`src/rtl/dbrc_pkg.sv`:
```
// ---------------------------------------------------------------------------
// dbrc_pkg
// Shared constants, codes and types of the DHCP boot request classifier.
// ---------------------------------------------------------------------------
package dbrc_pkg;

	// Fixed layout of a BOOTP/DHCP datagram.
	localparam logic [9:0]  COOKIE_OFFSET  = 10'd236;
	localparam logic [9:0]  OPTIONS_OFFSET = 10'd240;
	// A datagram whose last byte sits at this offset or below is too short.
	localparam logic [9:0]  MIN_LAST_POS   = 10'd243;
	localparam logic [9:0]  POS_MAX        = 10'd1023;
	localparam logic [31:0] COOKIE_VALUE   = 32'h63825363;

	// Option walk settings.
	localparam logic [7:0]  OPTION_TAG     = 8'd53;
	localparam logic [7:0]  END_TAG        = 8'd255;
	localparam logic [9:0]  SEARCH_LIMIT   = 10'd312;
	localparam logic [9:0]  MAX_PACKET     = 10'd600;

	// Op code of a boot request and the message types that get an answer.
	localparam logic [7:0]  OP_BOOTREQUEST = 8'd1;
	localparam logic [7:0]  MSG_DISCOVER   = 8'd1;
	localparam logic [7:0]  MSG_REQUEST    = 8'd3;

	typedef enum logic [1:0] {
		REPLY_NONE  = 2'd0,
		REPLY_OFFER = 2'd1,
		REPLY_ACK   = 2'd2,
		REPLY_BOOTP = 2'd3
	} reply_kind_t;

	typedef enum logic [2:0] {
		PH_TAG      = 3'd0,
		PH_SKIP_LEN = 3'd1,
		PH_SKIPPING = 3'd2,
		PH_HIT_LEN  = 3'd3,
		PH_HIT_VAL  = 3'd4,
		PH_FOUND    = 3'd5,
		PH_MISS     = 3'd6
	} walk_phase_t;

	// Control from the top level to the option walker.
	typedef struct packed {
		logic step;   // consume this byte as an option byte
		logic clear;  // datagram ends with this byte: return to reset state
	} walk_ctrl_t;

	// Walk result including the byte that is being consumed now.
	typedef struct packed {
		logic       found;
		logic [7:0] type_value;
	} walk_status_t;

endpackage

```
`src/rtl/dhcp_boot_request_classifier.sv`:
```
// ---------------------------------------------------------------------------
// dhcp_boot_request_classifier
// Classifies a received DHCP/BOOTP boot request streamed one byte per item.
// ---------------------------------------------------------------------------
// Throughput: one byte item per clock cycle, sustained, while the result side
//   takes results; only a last byte waits when an earlier result is unread.
// Result: reply_valid is registered and rises as a last byte leaves the input
//   register; the result is held until it is taken.
// Reset: arst_n clears the input and result valid flags and all datagram
//   state; the block is ready for the first byte of a datagram right away.
module dhcp_boot_request_classifier import dbrc_pkg::*; (
	input  logic       clk,
	input  logic       arst_n,
	input  logic       data_valid,
	output logic       data_stall,
	input  logic [7:0] data_byte,
	input  logic       last_byte,
	output logic       reply_valid,
	input  logic       reply_stall,
	output logic [1:0] reply_kind,
	output logic [7:0] message_type,
	output logic       type_found
);

	// Input register. Each accepted byte is held here while the running
	// datagram state is updated from it.
	logic       valid_s1;
	logic [7:0] byte_s1;
	logic       last_s1;

	// Running datagram state.
	logic [9:0]  pos_q;
	logic [7:0]  op_q, op_nx;
	logic [31:0] cookie_q, cookie_nx;

	// Result register.
	logic [1:0] kind_q;
	logic [7:0] mtype_q;
	logic       found_q;

	logic         adv;
	logic         load;
	logic         in_range;
	logic         end_pkt;
	walk_ctrl_t   wctrl;
	walk_status_t wstat;
	logic         good_cookie;
	logic         found_c;
	logic [7:0]   tv_c;
	reply_kind_t  kind_c;

	// A byte that is not the last one produces nothing and always moves on.
	// A last byte needs the result register to be free or being read.
	assign adv        = valid_s1 && (!last_s1 || !reply_valid || !reply_stall);
	assign data_stall = valid_s1 && !adv;
	assign load       = data_valid && !data_stall;
	assign end_pkt    = adv && last_s1;

	// Bytes past the receive buffer size are dropped from parsing, but the
	// datagram still ends at its marked last byte.
	assign in_range = pos_q < MAX_PACKET;

	always_comb begin
		op_nx     = op_q;
		cookie_nx = cookie_q;
		if (in_range && pos_q == 10'd0) begin
			op_nx = byte_s1;
		end
		if (in_range && pos_q >= COOKIE_OFFSET && pos_q < OPTIONS_OFFSET) begin
			cookie_nx = {cookie_q[23:0], byte_s1};
		end
	end

	assign wctrl.step  = adv && in_range && (pos_q >= OPTIONS_OFFSET);
	assign wctrl.clear = end_pkt;

	dbrc_opt_walker u_walker (
		.clk       (clk),
		.arst_n    (arst_n),
		.ctrl      (wctrl),
		.data_byte (byte_s1),
		.status    (wstat)
	);

	// Classification, using the state as it stands after the last byte.
	// A datagram that ends before the option's value byte leaves the found
	// flag clear, so it counts as not found.
	always_comb begin
		good_cookie = cookie_nx == COOKIE_VALUE;
		found_c     = good_cookie && wstat.found;
		tv_c        = found_c ? wstat.type_value : 8'd0;
		if (pos_q <= MIN_LAST_POS) begin
			kind_c  = REPLY_NONE;
			found_c = 1'b0;
			tv_c    = 8'd0;
		end else if (op_nx != OP_BOOTREQUEST) begin
			kind_c = REPLY_NONE;
		end else if (!found_c) begin
			kind_c = REPLY_BOOTP;
		end else if (tv_c == MSG_DISCOVER) begin
			kind_c = REPLY_OFFER;
		end else if (tv_c == MSG_REQUEST) begin
			kind_c = REPLY_ACK;
		end else begin
			kind_c = REPLY_NONE;
		end
	end

	// Input register control and payload.
	always_ff @(posedge clk or negedge arst_n) begin
		if (!arst_n) begin
			valid_s1 <= 1'b0;
		end else if (load) begin
			valid_s1 <= 1'b1;
		end else if (adv) begin
			valid_s1 <= 1'b0;
		end
	end

	always_ff @(posedge clk) begin
		if (load) begin
			byte_s1 <= data_byte;
			last_s1 <= last_byte;
		end
	end

	// Datagram state: updated per byte, back to reset after the last byte.
	always_ff @(posedge clk or negedge arst_n) begin
		if (!arst_n) begin
			pos_q    <= 10'd0;
			op_q     <= 8'd0;
			cookie_q <= 32'd0;
		end else if (end_pkt) begin
			pos_q    <= 10'd0;
			op_q     <= 8'd0;
			cookie_q <= 32'd0;
		end else if (adv) begin
			if (pos_q != POS_MAX) begin
				pos_q <= pos_q + 10'd1;
			end
			op_q     <= op_nx;
			cookie_q <= cookie_nx;
		end
	end

	// Result register.
	always_ff @(posedge clk or negedge arst_n) begin
		if (!arst_n) begin
			reply_valid <= 1'b0;
		end else if (end_pkt) begin
			reply_valid <= 1'b1;
		end else if (!reply_stall) begin
			reply_valid <= 1'b0;
		end
	end

	always_ff @(posedge clk) begin
		if (end_pkt) begin
			kind_q  <= kind_c;
			mtype_q <= tv_c;
			found_q <= found_c;
		end
	end

	assign reply_kind   = kind_q;
	assign message_type = mtype_q;
	assign type_found   = found_q;

	// An offer or an ack is only given for a located message type.
	a_answer_needs_type: assert property (@(posedge clk) disable iff (!arst_n)
		reply_valid && (reply_kind == REPLY_OFFER || reply_kind == REPLY_ACK)
		|-> type_found)
		else $error("offer or ack without a located message type");

	// A plain BOOTP reply means the message type was not located.
	a_bootp_no_type: assert property (@(posedge clk) disable iff (!arst_n)
		reply_valid && reply_kind == REPLY_BOOTP |-> !type_found)
		else $error("BOOTP reply with a located message type");

	// The reported type is zero whenever no type was located.
	a_type_zero: assert property (@(posedge clk) disable iff (!arst_n)
		reply_valid && !type_found |-> message_type == 8'd0)
		else $error("message type reported without a located option");

	// The end of a datagram yields a result and restarts the byte count.
	a_end_result: assert property (@(posedge clk) disable iff (!arst_n)
		valid_s1 && last_s1 && adv |=> reply_valid && pos_q == 10'd0)
		else $error("last byte did not produce a result or restart");

endmodule

```
`src/rtl/dbrc_opt_walker.sv`:
```
// ---------------------------------------------------------------------------
// dbrc_opt_walker
// Walks the option TLV list one byte per cycle while the classifier steps it, and locates the message type.
// ---------------------------------------------------------------------------
module dbrc_opt_walker import dbrc_pkg::*; (
	input  logic         clk,
	input  logic         arst_n,
	input  walk_ctrl_t   ctrl,
	input  logic [7:0]   data_byte,
	output walk_status_t status
);

	walk_phase_t phase_q, phase_nx;
	logic [7:0]  skip_count_q, skip_count_nx;
	logic [9:0]  skip_budget_q, skip_budget_nx;
	logic        found_q, found_nx;
	logic [7:0]  type_value_q, type_value_nx;
	logic [10:0] budget_sum;
	logic [7:0]  skip_dec;
	logic        budget_left;

	assign budget_sum  = {1'b0, skip_budget_q} + {3'b000, data_byte} + 11'd1;
	assign skip_dec    = skip_count_q - 8'd1;
	assign budget_left = skip_budget_q < SEARCH_LIMIT;

	// Next state of the walk.
	always_comb begin
		phase_nx       = phase_q;
		skip_count_nx  = skip_count_q;
		skip_budget_nx = skip_budget_q;
		found_nx       = found_q;
		type_value_nx  = type_value_q;
		if (ctrl.step) begin
			case (phase_q)
				PH_TAG: begin
					if (data_byte == OPTION_TAG && budget_left) begin
						phase_nx = PH_HIT_LEN;
					end else if (data_byte == END_TAG || !budget_left) begin
						phase_nx = PH_MISS;
					end else begin
						phase_nx = PH_SKIP_LEN;
					end
				end
				PH_SKIP_LEN: begin
					skip_budget_nx = budget_sum[10] ? POS_MAX : budget_sum[9:0];
					skip_count_nx  = data_byte;
					phase_nx       = (data_byte == 8'd0) ? PH_TAG : PH_SKIPPING;
				end
				PH_SKIPPING: begin
					skip_count_nx = skip_dec;
					if (skip_dec == 8'd0) begin
						phase_nx = PH_TAG;
					end
				end
				PH_HIT_LEN: begin
					phase_nx = PH_HIT_VAL;
				end
				PH_HIT_VAL: begin
					type_value_nx = data_byte;
					found_nx      = 1'b1;
					phase_nx      = PH_FOUND;
				end
				default: begin
					phase_nx = phase_q;
				end
			endcase
		end
	end

	// Status seen by the classifier, including the current byte.
	always_comb begin
		status.found      = found_nx;
		status.type_value = type_value_nx;
	end

	always_ff @(posedge clk or negedge arst_n) begin
		if (!arst_n) begin
			phase_q       <= PH_TAG;
			skip_count_q  <= 8'd0;
			skip_budget_q <= 10'd0;
			found_q       <= 1'b0;
			type_value_q  <= 8'd0;
		end else if (ctrl.clear) begin
			phase_q       <= PH_TAG;
			skip_count_q  <= 8'd0;
			skip_budget_q <= 10'd0;
			found_q       <= 1'b0;
			type_value_q  <= 8'd0;
		end else begin
			phase_q       <= phase_nx;
			skip_count_q  <= skip_count_nx;
			skip_budget_q <= skip_budget_nx;
			found_q       <= found_nx;
			type_value_q  <= type_value_nx;
		end
	end

endmodule

```
`config.mk`:
```
export PLATFORM = sky130hd
export DESIGN_NAME = dhcp_boot_request_classifier
export DESIGN_NICKNAME = d
export VERILOG_FILES = /design/src/rtl/dbrc_pkg.sv /design/src/rtl/dhcp_boot_request_classifier.sv /design/src/rtl/dbrc_opt_walker.sv
export SDC_FILE = /design/constraint.sdc
export NUM_CORES = 1
export LEC_CHECK = 0
export BUFFER_PORTS_ARGS = -buffer_cell sky130_fd_sc_hd__buf_2
export CAP_MARGIN = 30
export CELL_PAD_IN_SITES_DETAIL_PLACEMENT = 0
export CELL_PAD_IN_SITES_GLOBAL_PLACEMENT = 1
export CORE_ASPECT_RATIO = 2
export CORE_MARGIN = 10
export CORE_UTILIZATION = 40
export CTS_BUF_LIST = sky130_fd_sc_hd__clkbuf_2
export CTS_CLUSTER_SIZE = 8
export DETAILED_ROUTE_END_ITERATION = 16
export GPL_ROUTABILITY_DRIVEN = 0
export PLACE_DENSITY = 0.66
export RECOVER_POWER = 100
export REMOVE_ABC_BUFFERS = 1
export SYNTH_ARGS = -nofsm -noshare
export SYNTH_HDL_FRONTEND = slang
export SYNTH_HIERARCHICAL = 1
export SYNTH_SLANG_ARGS = --single-unit
```
`constraint.sdc`:
```
create_clock -name clk -period 8.2 [get_ports clk]
set_input_delay 1.64 -clock clk [delete_from_list [all_inputs] [get_ports clk]]
set_output_delay 1.64 -clock clk [all_outputs]
set_load 0.1 [all_outputs]
```
Word level (Yosys, flattened, before mapping) --
Index checks and enable logic that the tools add are counted.
Operators by class: add/sub/neg operators 4, magnitude comparators 6, eq/ne operators 13, mux-type cells 37, reduce and logical (&&, ||, !) cells 36
Operator list (number):
- 32-bit 2-to-1 mux | 3
- 8-bit 2-to-1 mux | 9
- 10-bit 2-to-1 mux | 7
- 32-bit by 31-bit equality test with 1-bit output (second input constant) | 1
- 10-bit by 8-bit >= comparator with 1-bit output (second input constant) | 2
- 8-bit logical NOT | 2
- 8-bit one-hot mux with 2 select lines | 1
- 3-bit 2-to-1 mux | 5
- 3-bit one-hot mux with 5 select lines | 1
- 10-bit by 8-bit adder with 11-bit output | 1
- 11-bit by 1-bit adder with 11-bit output (second input constant) | 1
- 1-bit logical AND | 11
- 10-bit by 1-bit adder with 10-bit output (second input constant) | 1
- 10-bit by 8-bit less-or-equal comparator with 1-bit output (second input constant) | 1
- 10-bit logical NOT | 1
- 10-bit < comparator (second input constant) | 1
- 10-bit by 8-bit < comparator with 1-bit output (second input constant) | 1
- 10-bit by 9-bit < comparator with 1-bit output (second input constant) | 1
- 10-bit != test (second input constant) | 1
- 2-bit nonzero test | 5
- 8-bit by 1-bit equality test with 1-bit output (second input constant) | 1
- 8-bit by 2-bit equality test with 1-bit output (second input constant) | 1
- 8-bit by 6-bit equality test with 1-bit output (second input constant) | 1
- 8-bit equality test (second input constant) | 1
- 17 further kinds | 36
Storage, ports and cells: register bits after elaboration 102, output and inout bits 13

Depth between registers and ports, before layout --
Gate-level depths: netlist of the first run.
depth after elaboration 13, depth in mapped cells 12

Cells and area by module --
The synthesis of the first run kept the hierarchy.
By module, submodules not included:
- dhcp_boot_request_classifier | instances 1, cells each 264, area each 3230.6 um2, seq. area each 1901.8 um2
- dbrc_opt_walker | instances 1, cells each 211, area each 1978.1 um2, seq. area each 750.7 um2

Worst setup path after synthesis of the first run --
Ideal clock, no wire load.
kind in2reg, start point in reply_stall, end point reg kind_q[0], in the netlist reply_kind[0] (data pin), library setup time 262 ps, arrival 3855 ps, required time 7938 ps, path slack 4082 ps, cell stages on the path 12, buffers on the path 3, path through nand3_1 > nand2_1 > clkbuf_1 > a221oi_1 > and3_1 > buf_2 > or2_2 > buf_4 > nand4b_1 > nor4_2 > o21ai_0 > o311a_2
RTL lines:
- from (decl) | RTL line dhcp_boot_request_classifier.sv:19 | input logic reply_stall,
- to (signal assigned) | RTL line dhcp_boot_request_classifier.sv:159 | kind_q <= kind_c;
- to (decl) | RTL line dhcp_boot_request_classifier.sv:37 | logic [1:0] kind_q;

==> results.txt, run 1 <==
Total GRT Usage = 14.4%
# nets final = 517
global-route wire length before repair = 21.0 mm
total power draw = 1.21 mW
worst reg2reg path endpoint = message_type[4]
EDFF count, synth = 20
Synth Cell Area = 5210 um2
hold path cells = 1
Post-synth top flop = dfrtp_1
Worst-Skew Late Latency = 0.62 ns
# IOs = 26
Die Span X = 101 um
Slowest-stage cell, CP = clkbuf_1
setup TNS = 0 ns
Overflow after GRT = 0
Starting Density = 40.3%
Tcrit/Tclk final = 60.8%
antenna violations before repair = 1
delay-heaviest family, CP = buffers and inverters
DRC viols = 0
buffer and inverter count on the worst path = 2
TritonCTS Buffers = 9
antenna-violating nets left = 0
FF+latch count, synth = 102
DP Wirelength = 9.25 mm
number of max-cap violations = 2
reg-to-reg slack, setup = 4.11 ns
vias post-DR = 3918
Setup-failing EPs final = 0
Slew headroom = -125%
Leak = 2.34 nW
worst-margin pin slew = 3.38 ns
post-synthesis sequential area ratio = 50.9%
DR pass1 iterations = 5
Mapped Avg Cell Area = 11.0 um2
CP Max Fanout = 61
hold path startpoint = cookie_q[30]
post-DR vias/cell = 6.04
CTS root buf = clkbuf_2
Hold Path Class = reg -> reg
Final Slew Violations = 105
WHS Endpoint = cookie_q[30]
post-CTS sizing = 0
CP most frequent cell = clkbuf_1
vias in the first global route = 4035
Synth Instances = 475
VDD IR max = 0.124 mV
Async S/R FF share, synth = 80.4%
share of layout cells above drive strength 1 = 10.5%
launching point of the worst reg2reg path = last_s1
maximum number of pins on one net before global-route repair = 62
PD cells = 220 nW/um2
Critical Path RT = 8.24 ns
final hold violations = 0
violated checks = capacitance limit, slew limit
Clk pin slew, worst setup/hold paths = 0.30 ns
Routed Wire Length = 13.1 mm
I/O Buffers = 25
number of DRC markers in iteration 0 = 160
Site Rows = 59
Post-CTS Setup Bufs = 0
Crit Path Category = in -> async
skew final = 0.0432 ns
CTS tree = done
crit path DAT = 5.02 ns
yosys warns = 6
Max Root-Sink Buffers = 2
die area = 18300 um2
Peak Freq = 0.201 GHz
WL/cell = 20.2 um
max incr delay on CP = 2.45 ns
RSZ-0062 raised after global routing = no
Max H-tree Level = 3
Die Height = 181 um
worst path cell trace = clkbuf_1 -> clkbuf_1
critical path launch point type = input pin
R2R cell count = 9
Worst Setup End Kind = async pin
synthesis-to-layout area growth = 6.05%
post-layout min period = 4.98 ns
clk sinks = 102
Core Area = 12900 um2
status = finished, violations left
Netlist cell types = 73
Post-CTS Hold Buffers = 0
## state kept, by name, summed over array words and instances, names as in the netlist
name	cells
u_walker/skip_count_q	8
u_walker/type_value_q	8
message_type	8
cookie_q	32
reply_kind	2
type_found	1
byte_s1	8
u_walker/found_q	1
pos_q	10
u_walker/phase_q	3
op_q	8
valid_s1	1
u_walker/skip_budget_q	10
last_s1	1
reply_valid	1
## metrics by stage
stage	worst slack, ns	util [%]	hold slack (ns)	cells	area [um2]
2_1_floorplan	4.14	-	0.464	451	5090
3_3_place_gp	3.52	42.1	0.482	631	5440
3_5_place_dp	3.38	42.3	0.492	632	5470
4_1_cts	4.05	43.1	0.553	648	5570
5_1_grt	2.40	42.8	0.563	649	5520
6_report	3.22	42.8	0.548	649	5520
## layout make-up
cell class / instances / area (um2)
Multi-Input combinational cell: 337 / 2380
Antenna cell: 1 / 2.50
Clock inverter: 7 / 63.8
Clock buffer: 9 / 45.0
Sequential cell: 102 / 2650
Inverter: 12 / 45.0
Fill cell: 1224 / 7390
Tap cell: 152 / 190
Timing Repair Buffer: 29 / 145
## worst max path at each step
stage / to / startpoint / depth (start not counted)
after floorplan: data_stall / reply_stall / 2
after detailed placement: reply_kind[0] / reply_stall / 10
after global placement: reply_kind[0] / reply_stall / 10
after global routing: u_walker/type_value_q[4] / arst_n / 2
final: u_walker/type_value_q[4] / arst_n / 2
after CTS: reply_kind[0] / reply_stall / 10
## cells by family (layout without fill, tap and decap cells)
family / Yosys count / after routing / share of synthesized area [%]
buffers and inverters: 36 / 57 / 3.07
other: 0 / 1 / 0
adders and majority gates: 14 / 14 / 3.46
xor gates and xnor gates: 8 / 8 / 1.35
DFF: 102 / 102 / 50.9
and+or+nand+nor: 171 / 171 / 19.6
muxes: 13 / 13 / 2.71
AOI/OAI and AO/OA: 131 / 131 / 18.8
## synth_stat cells (5+ instances only)
cell type	number	area [um2]
nor2_1	34	128
nand2b_1	5	31.3
a21oi_1	16	80.1
a211oi_1	9	67.6
mux2_2	9	101
nand3_1	7	35.0
nand4b_1	5	43.8
nand2_1	26	97.6
or4_1	5	37.5
and4_1	5	43.8
nor3_1	11	55.1
o21ai_0	25	125
and3_1	8	50.1
a21o_1	6	45.0
edfxtp_1	20	601
and2_1	5	31.3
nor3b_1	11	82.6
dfrtp_1	82	2050
inv_1	11	41.3
a22o_1	37	324
clkbuf_1	13	48.8
nand4_1	9	56.3
nor2b_1	12	75.1
ha_1	12	150
buf_2	7	35.0
nor4b_1	5	43.8
## routing by layer
layer	GRT usage [%]	vias up	share of wire, %
li1	-	1839	-
met2	26.1	63	55
met5	0	-	0
met1	15.6	1994	40
met3	2.55	22	2.3
met4	6.14	0	2.6
## cell usage in the layout (no fill, tap or decap), drive strengths merged, types with 3 or more instances in the layout
master / synthesis / final
nor2: 35 / 35
nand3: 7 / 7
a211oi: 10 / 10
mux2: 9 / 9
ha: 12 / 12
xor2: 4 / 4
buf: 10 / 11
a221oi: 4 / 4
nor3: 12 / 12
nor4b: 5 / 5
nand4b: 5 / 5
and4: 5 / 5
a21o: 6 / 6
nand4: 9 / 9
or3b: 3 / 3
nor2b: 12 / 12
nor4: 4 / 4
clkbuf: 14 / 27
and2: 5 / 5
mux2i: 4 / 4
clkinv: 1 / 3
dfrtp: 82 / 82
or4: 8 / 8
nand2b: 5 / 5
nand3b: 4 / 4
xnor2: 4 / 4
inv: 11 / 15
a22o: 39 / 39
and3: 8 / 8
a21oi: 16 / 16
edfxtp: 20 / 20
nand2: 26 / 26
a31oi: 3 / 3
o21ai: 26 / 26
o211ai: 5 / 5
o21a: 3 / 3
nor3b: 13 / 13
## power by group
| group | switching, mW | total (mW) | leakage, nW | internal [mW] |
|---|---|---|---|---|
| Sequential | 0.0689 | 0.640 | 1.33 | 0.571 |
| Clock | 0.190 | 0.238 | 0.0682 | 0.0483 |
| Combinational | 0.194 | 0.335 | 0.947 | 0.141 |
Note: power is estimated with default switching activity, not from simulation.
==> run 2: changes to the inputs <==
- PLACE_DENSITY: 0.66 -> 0.68
- clock period: 8.2 -> 4.2 ns (I/O delays scaled with it)
==> run 2 against run 1 <==
Compared with the run above: the flow still finishes with violations (capacitance limit, slew limit); flip-flop and latch count did not move; critical path depth increased by 8; clock power grew 130%; global-route usage grew 0.087 points; die area did not move; final area rose by 1.2%; register-to-register slack worse by 3.5 ns; via count down 1.5%; clock skew fell by 0.010 ns; first-iteration DRC count is 8.8% higher; critical path type is now reg -> reg; largest power group unchanged.
==> results.txt, run 2 (synthesized netlist as in run 1, its figures left out) <==
status = finished, violations left (unchanged)
violated checks = capacitance limit, slew limit (unchanged)
share of layout cells above drive strength 1 = 12.2% (was 10.5%)
most common cell after layout, fill and taps aside = dfrtp_1 (unchanged)
Biggest register = cookie_q (unchanged)
Leak = 2.38 nW (was 2.34 nW)
biggest regs = cookie_q: 32 flops, pos_q: 10 flops, u_walker/skip_budget_q: 10 flops (unchanged)
Max H-tree Level = 3 (unchanged)
DP Wirelength = 9.30 mm (was 9.25 mm)
Peak Freq = 0.281 GHz
crit path DAT = 3.97 ns (was 5.02 ns)
clk sinks = 102 (unchanged)
CP Max Fanout = 9 (was 61)
final worst slack = 0.641 ns (was 3.22 ns)
fin area = 5590 um2 (was 5520 um2)
number of max-cap violations = 2 (unchanged)
final hold violations = 0 (unchanged)
Core Area = 12900 um2 (unchanged)
post-layout min period = 3.56 ns
Crit Path Category = reg -> reg (was in -> async)
max reg flops = 32 (unchanged)
Routed Wire Length = 13.1 mm (about the same)
DRC viols = 0 (unchanged)
vias post-DR = 3859 (was 3918)
Site Rows = 59 (unchanged)
Slowest-stage cell, CP = a221oi_1 (was clkbuf_1)
PD cells = 439 nW/um2 (was 220 nW/um2)
Starting Density = 40.3% (unchanged)
Tcrit/Tclk final = 84.7%
setup TNS = 0 ns (unchanged)
vias in the first global route = 3943 (was 4035)
Worst Setup End Kind = flip-flop (was async pin)
CTS tree = done (unchanged)
most frequent cells in the layout = dfrtp_1 (82), a22o_1 (37), nor2_1 (34) (unchanged)
Setup-failing EPs final = 0 (unchanged)
Die Height = 181 um (unchanged)
number of DRC markers in iteration 0 = 174 (was 160)
RSZ-0062 raised after global routing = no (unchanged)
VDD IR max = 0.231 mV (was 0.124 mV)
die area = 18300 um2 (unchanged)
total power draw = 2.46 mW (was 1.21 mW)
pre-CTS setup slack = 0.500 ns (was 3.38 ns)
WL/cell = 20.1 um (was 20.2 um)
Critical Path RT = 4.61 ns (was 8.24 ns)
I/O Buffers = 25 (unchanged)
post-DR vias/cell = 5.90 (was 6.04)
Clk pin slew, worst setup/hold paths = 0.29 ns (was 0.30 ns)
Total GRT Usage = 14.5% (was 14.4%)
Max Root-Sink Buffers = 2 (unchanged)
maximum number of pins on one net before global-route repair = 65 (was 62)
fin cells = 654 (was 649)
DR pass1 iterations = 4 (was 5)
antenna-violating nets left = 0 (unchanged)
worst-margin pin slew = 2.21 ns (was 3.38 ns)
Post-CTS Hold Buffers = 0 (unchanged)
post-CTS sizing = 0 (unchanged)
synthesis-to-layout area growth = 7.33% (was 6.05%)
# nets final = 522 (was 517)
DP Area = 5490 um2 (was 5470 um2)
placed insts = 637 (was 632)
skew final = 0.0332 ns (was 0.0432 ns)
antenna violations before repair = 1 (unchanged)
Die Span X = 101 um (unchanged)
TritonCTS Buffers = 9 (unchanged)
Worst-Skew Late Latency = 0.58 ns (was 0.62 ns)
worst path cell trace = and2_0 -> o21ai_0 -> nand2_1 -> a221oi_1 -> and3_1 -> or2_2 -> nand4b_1 -> nor4_2 -> o211ai_1 -> nor3b_1 (was clkbuf_1 -> clkbuf_1)
Overflow after GRT = 0 (unchanged)
Final Slew Violations = 108 (was 105)
# IOs = 26 (unchanged)
Post-CTS Setup Bufs = 0 (unchanged)
CTS root buf = clkbuf_2 (unchanged)
global-route wire length before repair = 21.2 mm (was 21.0 mm)
Slew headroom = -47.3% (was -125%)
critical path launch point type = flip-flop (was input pin)
max incr delay on CP = 0.61 ns (was 2.45 ns)
Hold Path Class = in -> reg (was reg -> reg)
[run 2: cell count changes in the layout (fill, tap and decap cells not counted), moves of 2 or more]
cell	delta
buf_4	+6
inv_8	-3
bufinv_16	+2
clkbuf_1	-2
clkbuf_2	+2
clkinv_4	+2
[run 2: worst max-delay path: cells and delay by family (launching register included)]
family	cells	cell delay [ns]
compound gates	3	1.17
flops	1	0.53
simple gates	7	1.69
[run 2: report_power, final]
part / internal [mW] / leakage, nW / switching, mW
sequential: 1.11 / 1.33 / 0.136
clock: 0.206 / 0.0867 / 0.343
combinational: 0.280 / 0.970 / 0.376
total: 1.60 / 2.38 / 0.856
[run 2: final cells by class]
cell class | count | area [um2]
inverters | 12 | 45.0
multi-input cells | 337 | 2390
repair buffers | 34 | 165
clock buffers | 10 | 50.0
fillers | 1219 | 7330
well taps | 152 | 190
clock inverters | 6 | 95.1
diodes | 1 | 2.50
flip-flops and latches | 102 | 2650
[run 2: final timing paths]
path	startpoint	endpoint	slack, ns	cells after the start
setup / recovery	pos_q[3]	message_type[4]	0.64	10
hold / removal	data_byte[2]	byte_s1[2]	0.43	1
setup reg to reg	pos_q[3]	message_type[4]	0.64	10
hold reg to reg	op_q[0]	op_q[0]	0.54	1
max in group asynchronous	arst_n	u_walker/type_value_q[7]	1.81	2
min in group asynchronous	arst_n	pos_q[2]	0.60	1
[run 2: metal layers]
| layer | global-route usage (%) | wire, um | share of wire (%) | up-vias |
|---|---|---|---|---|
| met1 | 16.8 | 5340 | 41 | 1939 |
| met5 | 0 | 0 | 0 | - |
| li1 | - | - | - | 1840 |
| met2 | 25.5 | 7200 | 55 | 65 |
| met4 | 5.97 | 264 | 2.0 | 0 |
| met3 | 2.02 | 329 | 2.5 | 15 |
[run 2: through the flow]
stage	hold WS, ns	util (%)
2_1_floorplan	0.464	-
3_3_place_gp	0.480	42.4
3_5_place_dp	0.485	42.5
4_1_cts	0.305	43.6
5_1_grt	0.349	43.3
6_report	0.429	43.3
==> run 3: changes to the inputs <==
- PLACE_DENSITY: 0.68 -> 0.66
- clock period: 4.2 -> 3.35 ns (I/O delays scaled with it)
==> run 3 against run 2 <==
Compared with the run above: the flow still finishes with violations (capacitance limit, slew limit); die area did not move; flip-flop and latch count stayed put; routed wire length is 2.2% higher.
==> results.txt, run 3 (synthesized netlist as in run 1, its figures left out) <==
Worst-Skew Late Latency = 0.60 ns (was 0.58 ns)
synthesis-to-layout area growth = 8.48% (was 7.33%)
Most Crowded Layer GR = met2 (unchanged)
Die Span X = 101 um (unchanged)
VDD IR max = 0.294 mV (was 0.231 mV)
Hold Path Class = in -> reg (unchanged)
pre-CTS setup slack = 0.0517 ns (was 0.500 ns)
Peak Freq = 0.326 GHz (was 0.281 GHz)
share of layout cells above drive strength 1 = 14.1% (was 12.2%)
met2 usage in global routing = 27.8% (was 25.5%)
Slew headroom = -66.4% (was -47.3%)
post-DR vias/cell = 5.86 (was 5.90)
final hold violations = 0 (unchanged)
number of max-cap violations = 1 (was 2)
crit path DAT = 3.50 ns (was 3.97 ns)
antenna-violating nets left = 0 (unchanged)
vias in the first global route = 4046 (was 3943)
RSZ-0062 raised after global routing = yes (was no)
Site Rows = 59 (unchanged)
Final Util = 43.7% (was 43.3%)
Clk pin slew, worst setup/hold paths = 0.30 ns (was 0.29 ns)
skew final = 0.0397 ns (was 0.0332 ns)
TritonCTS Buffers = 9 (unchanged)
CP Max Fanout = 9 (unchanged)
Routed Wire Length = 13.4 mm (was 13.1 mm)
max reg flops = 32 (unchanged)
number of DRC markers in iteration 0 = 192 (was 174)
Worst Setup End Kind = flip-flop (unchanged)
DRC viols = 0 (unchanged)
worst-margin pin slew = 2.50 ns (was 2.21 ns)
most frequent cells in the layout = dfrtp_1 (82), a22o_1 (37), nor2_1 (35) (was dfrtp_1 (82), a22o_1 (37), nor2_1 (34))
PD cells = 532 nW/um2 (was 439 nW/um2)
clk sinks = 102 (unchanged)
Max H-tree Level = 3 (unchanged)
Total GRT Usage = 15.0% (was 14.5%)
hold slack = 0.218 ns (was 0.429 ns)
Slowest-stage cell, CP = dfrtp_1 (was a221oi_1)
Core Area = 12900 um2 (unchanged)
post-layout min period = 3.07 ns (was 3.56 ns)
Overflow after GRT = 0 (unchanged)
die area = 18300 um2 (unchanged)
Setup-failing EPs final = 0 (unchanged)
Crit Path Category = reg -> reg (unchanged)
CTS tree = done (unchanged)
GRT met1 Usage = 16.3% (was 16.8%)
final worst slack = 0.283 ns (was 0.641 ns)
Post-CTS Setup Bufs = 0 (unchanged)
maximum number of pins on one net before global-route repair = 47 (was 65)
met3 Usage GRT = 2.05% (was 2.02%)
antenna violations before repair = 1 (unchanged)
Max Root-Sink Buffers = 2 (unchanged)
violated checks = capacitance limit, slew limit (unchanged)
Final Slew Violations = 47 (was 108)
worst path cell trace = and2_1 -> o21ai_0 -> nand2_1 -> a221oi_1 -> and3_2 -> or2_2 -> nand4b_1 -> nor4_2 -> o211ai_2 -> nor3b_1 (was and2_0 -> o21ai_0 -> nand2_1 -> a221oi_1 -> and3_1 -> or2_2 -> nand4b_1 -> nor4_2 -> o211ai_1 -> nor3b_1)
vias post-DR = 3889 (was 3859)
status = finished, violations left (unchanged)
Leak = 2.43 nW (was 2.38 nW)
WL/cell = 20.2 um (was 20.1 um)
critical path launch point type = flip-flop (unchanged)
# IOs = 26 (unchanged)
Die Height = 181 um (unchanged)
Starting Density = 40.3% (unchanged)
I/O Buffers = 25 (unchanged)
DR pass1 iterations = 4 (unchanged)
max incr delay on CP = 0.45 ns (was 0.61 ns)
biggest regs = cookie_q: 32 flops, pos_q: 10 flops, u_walker/skip_budget_q: 10 flops (unchanged)
# nets final = 532 (was 522)
Tcrit/Tclk final = 91.6% (was 84.7%)
global-route wire length before repair = 21.7 mm (was 21.2 mm)
DP Wirelength = 9.83 mm (was 9.30 mm)
CTS root buf = clkbuf_2 (unchanged)
Biggest register = cookie_q (unchanged)
Critical Path RT = 3.78 ns (was 4.61 ns)
fillers = 1222 (was 1219)
most common cell after layout, fill and taps aside = dfrtp_1 (unchanged)
[run 3: power breakdown]
part	switching, mW	leakage, nW	total, mW	internal [mW]
clock network	0.433	0.0734	0.610	0.177
logic	0.493	1.03	0.857	0.364
registers	0.144	1.33	1.54	1.40
[run 3: layer usage]
layer	wire, um	up-vias	part of all wire, %
li1	-	1866	-
met1	5190	1962	39
met2	7720	50	58
met3	282	11	2.1
met4	219	0	1.6
met5	0	-	0
[run 3: path summary, 6_finish.rpt]
path / startpoint / end / slack, ns / cells after the start
setup / recovery: pos_q[3] / message_type[6] / 0.28 / 10
hold / removal: last_byte / last_s1 / 0.22 / 1
setup reg to reg: pos_q[3] / message_type[6] / 0.28 / 10
hold reg to reg: op_q[0] / op_q[0] / 0.54 / 1
max in group asynchronous: arst_n / cookie_q[23] / 0.62 / 2
min in group asynchronous: arst_n / pos_q[0] / 1.31 / 2
[run 3: worst max-delay path: cells and delay by family, from the launching register on]
kind	cells	cell delay (ns)
simple gates	7	1.57
flops	1	0.45
compound gates	3	0.87
[run 3: through the flow]
stage	cell area (um2)	setup TNS (ns)	cells	total power, mW
floorplan	5090	0	451	2.17
global placement	5550	0	646	2.41
detailed placement	5550	0	646	2.43
CTS	5680	0	663	3.05
global route	5650	-0.00224	664	3.21
finish	5650	0	664	3.01
[run 3: area by class of cell]
| class | count | area (um2) | area share (%) |
|---|---|---|---|
| Tap cell | 152 | 190 | 3.37 |
| Timing Repair Buffer | 44 | 238 | 4.21 |
| Clock buffer | 9 | 45.0 | 0.797 |
| Sequential cell | 102 | 2650 | 46.9 |
| Multi-Input combinational cell | 337 | 2400 | 42.6 |
| Clock inverter | 7 | 72.6 | 1.28 |
| Inverter | 12 | 45.0 | 0.797 |
| Antenna cell | 1 | 2.50 | 0.0443 |
[run 3: repair_timing]
| action | CTS | global route |
|---|---|---|
| hold buffers | 1 | 0 |
| resized for setup | 0 | 2 |
| endpoints found under the hold margin | 3 | 0 |
| setup endpoints to repair | 0 | 11 |
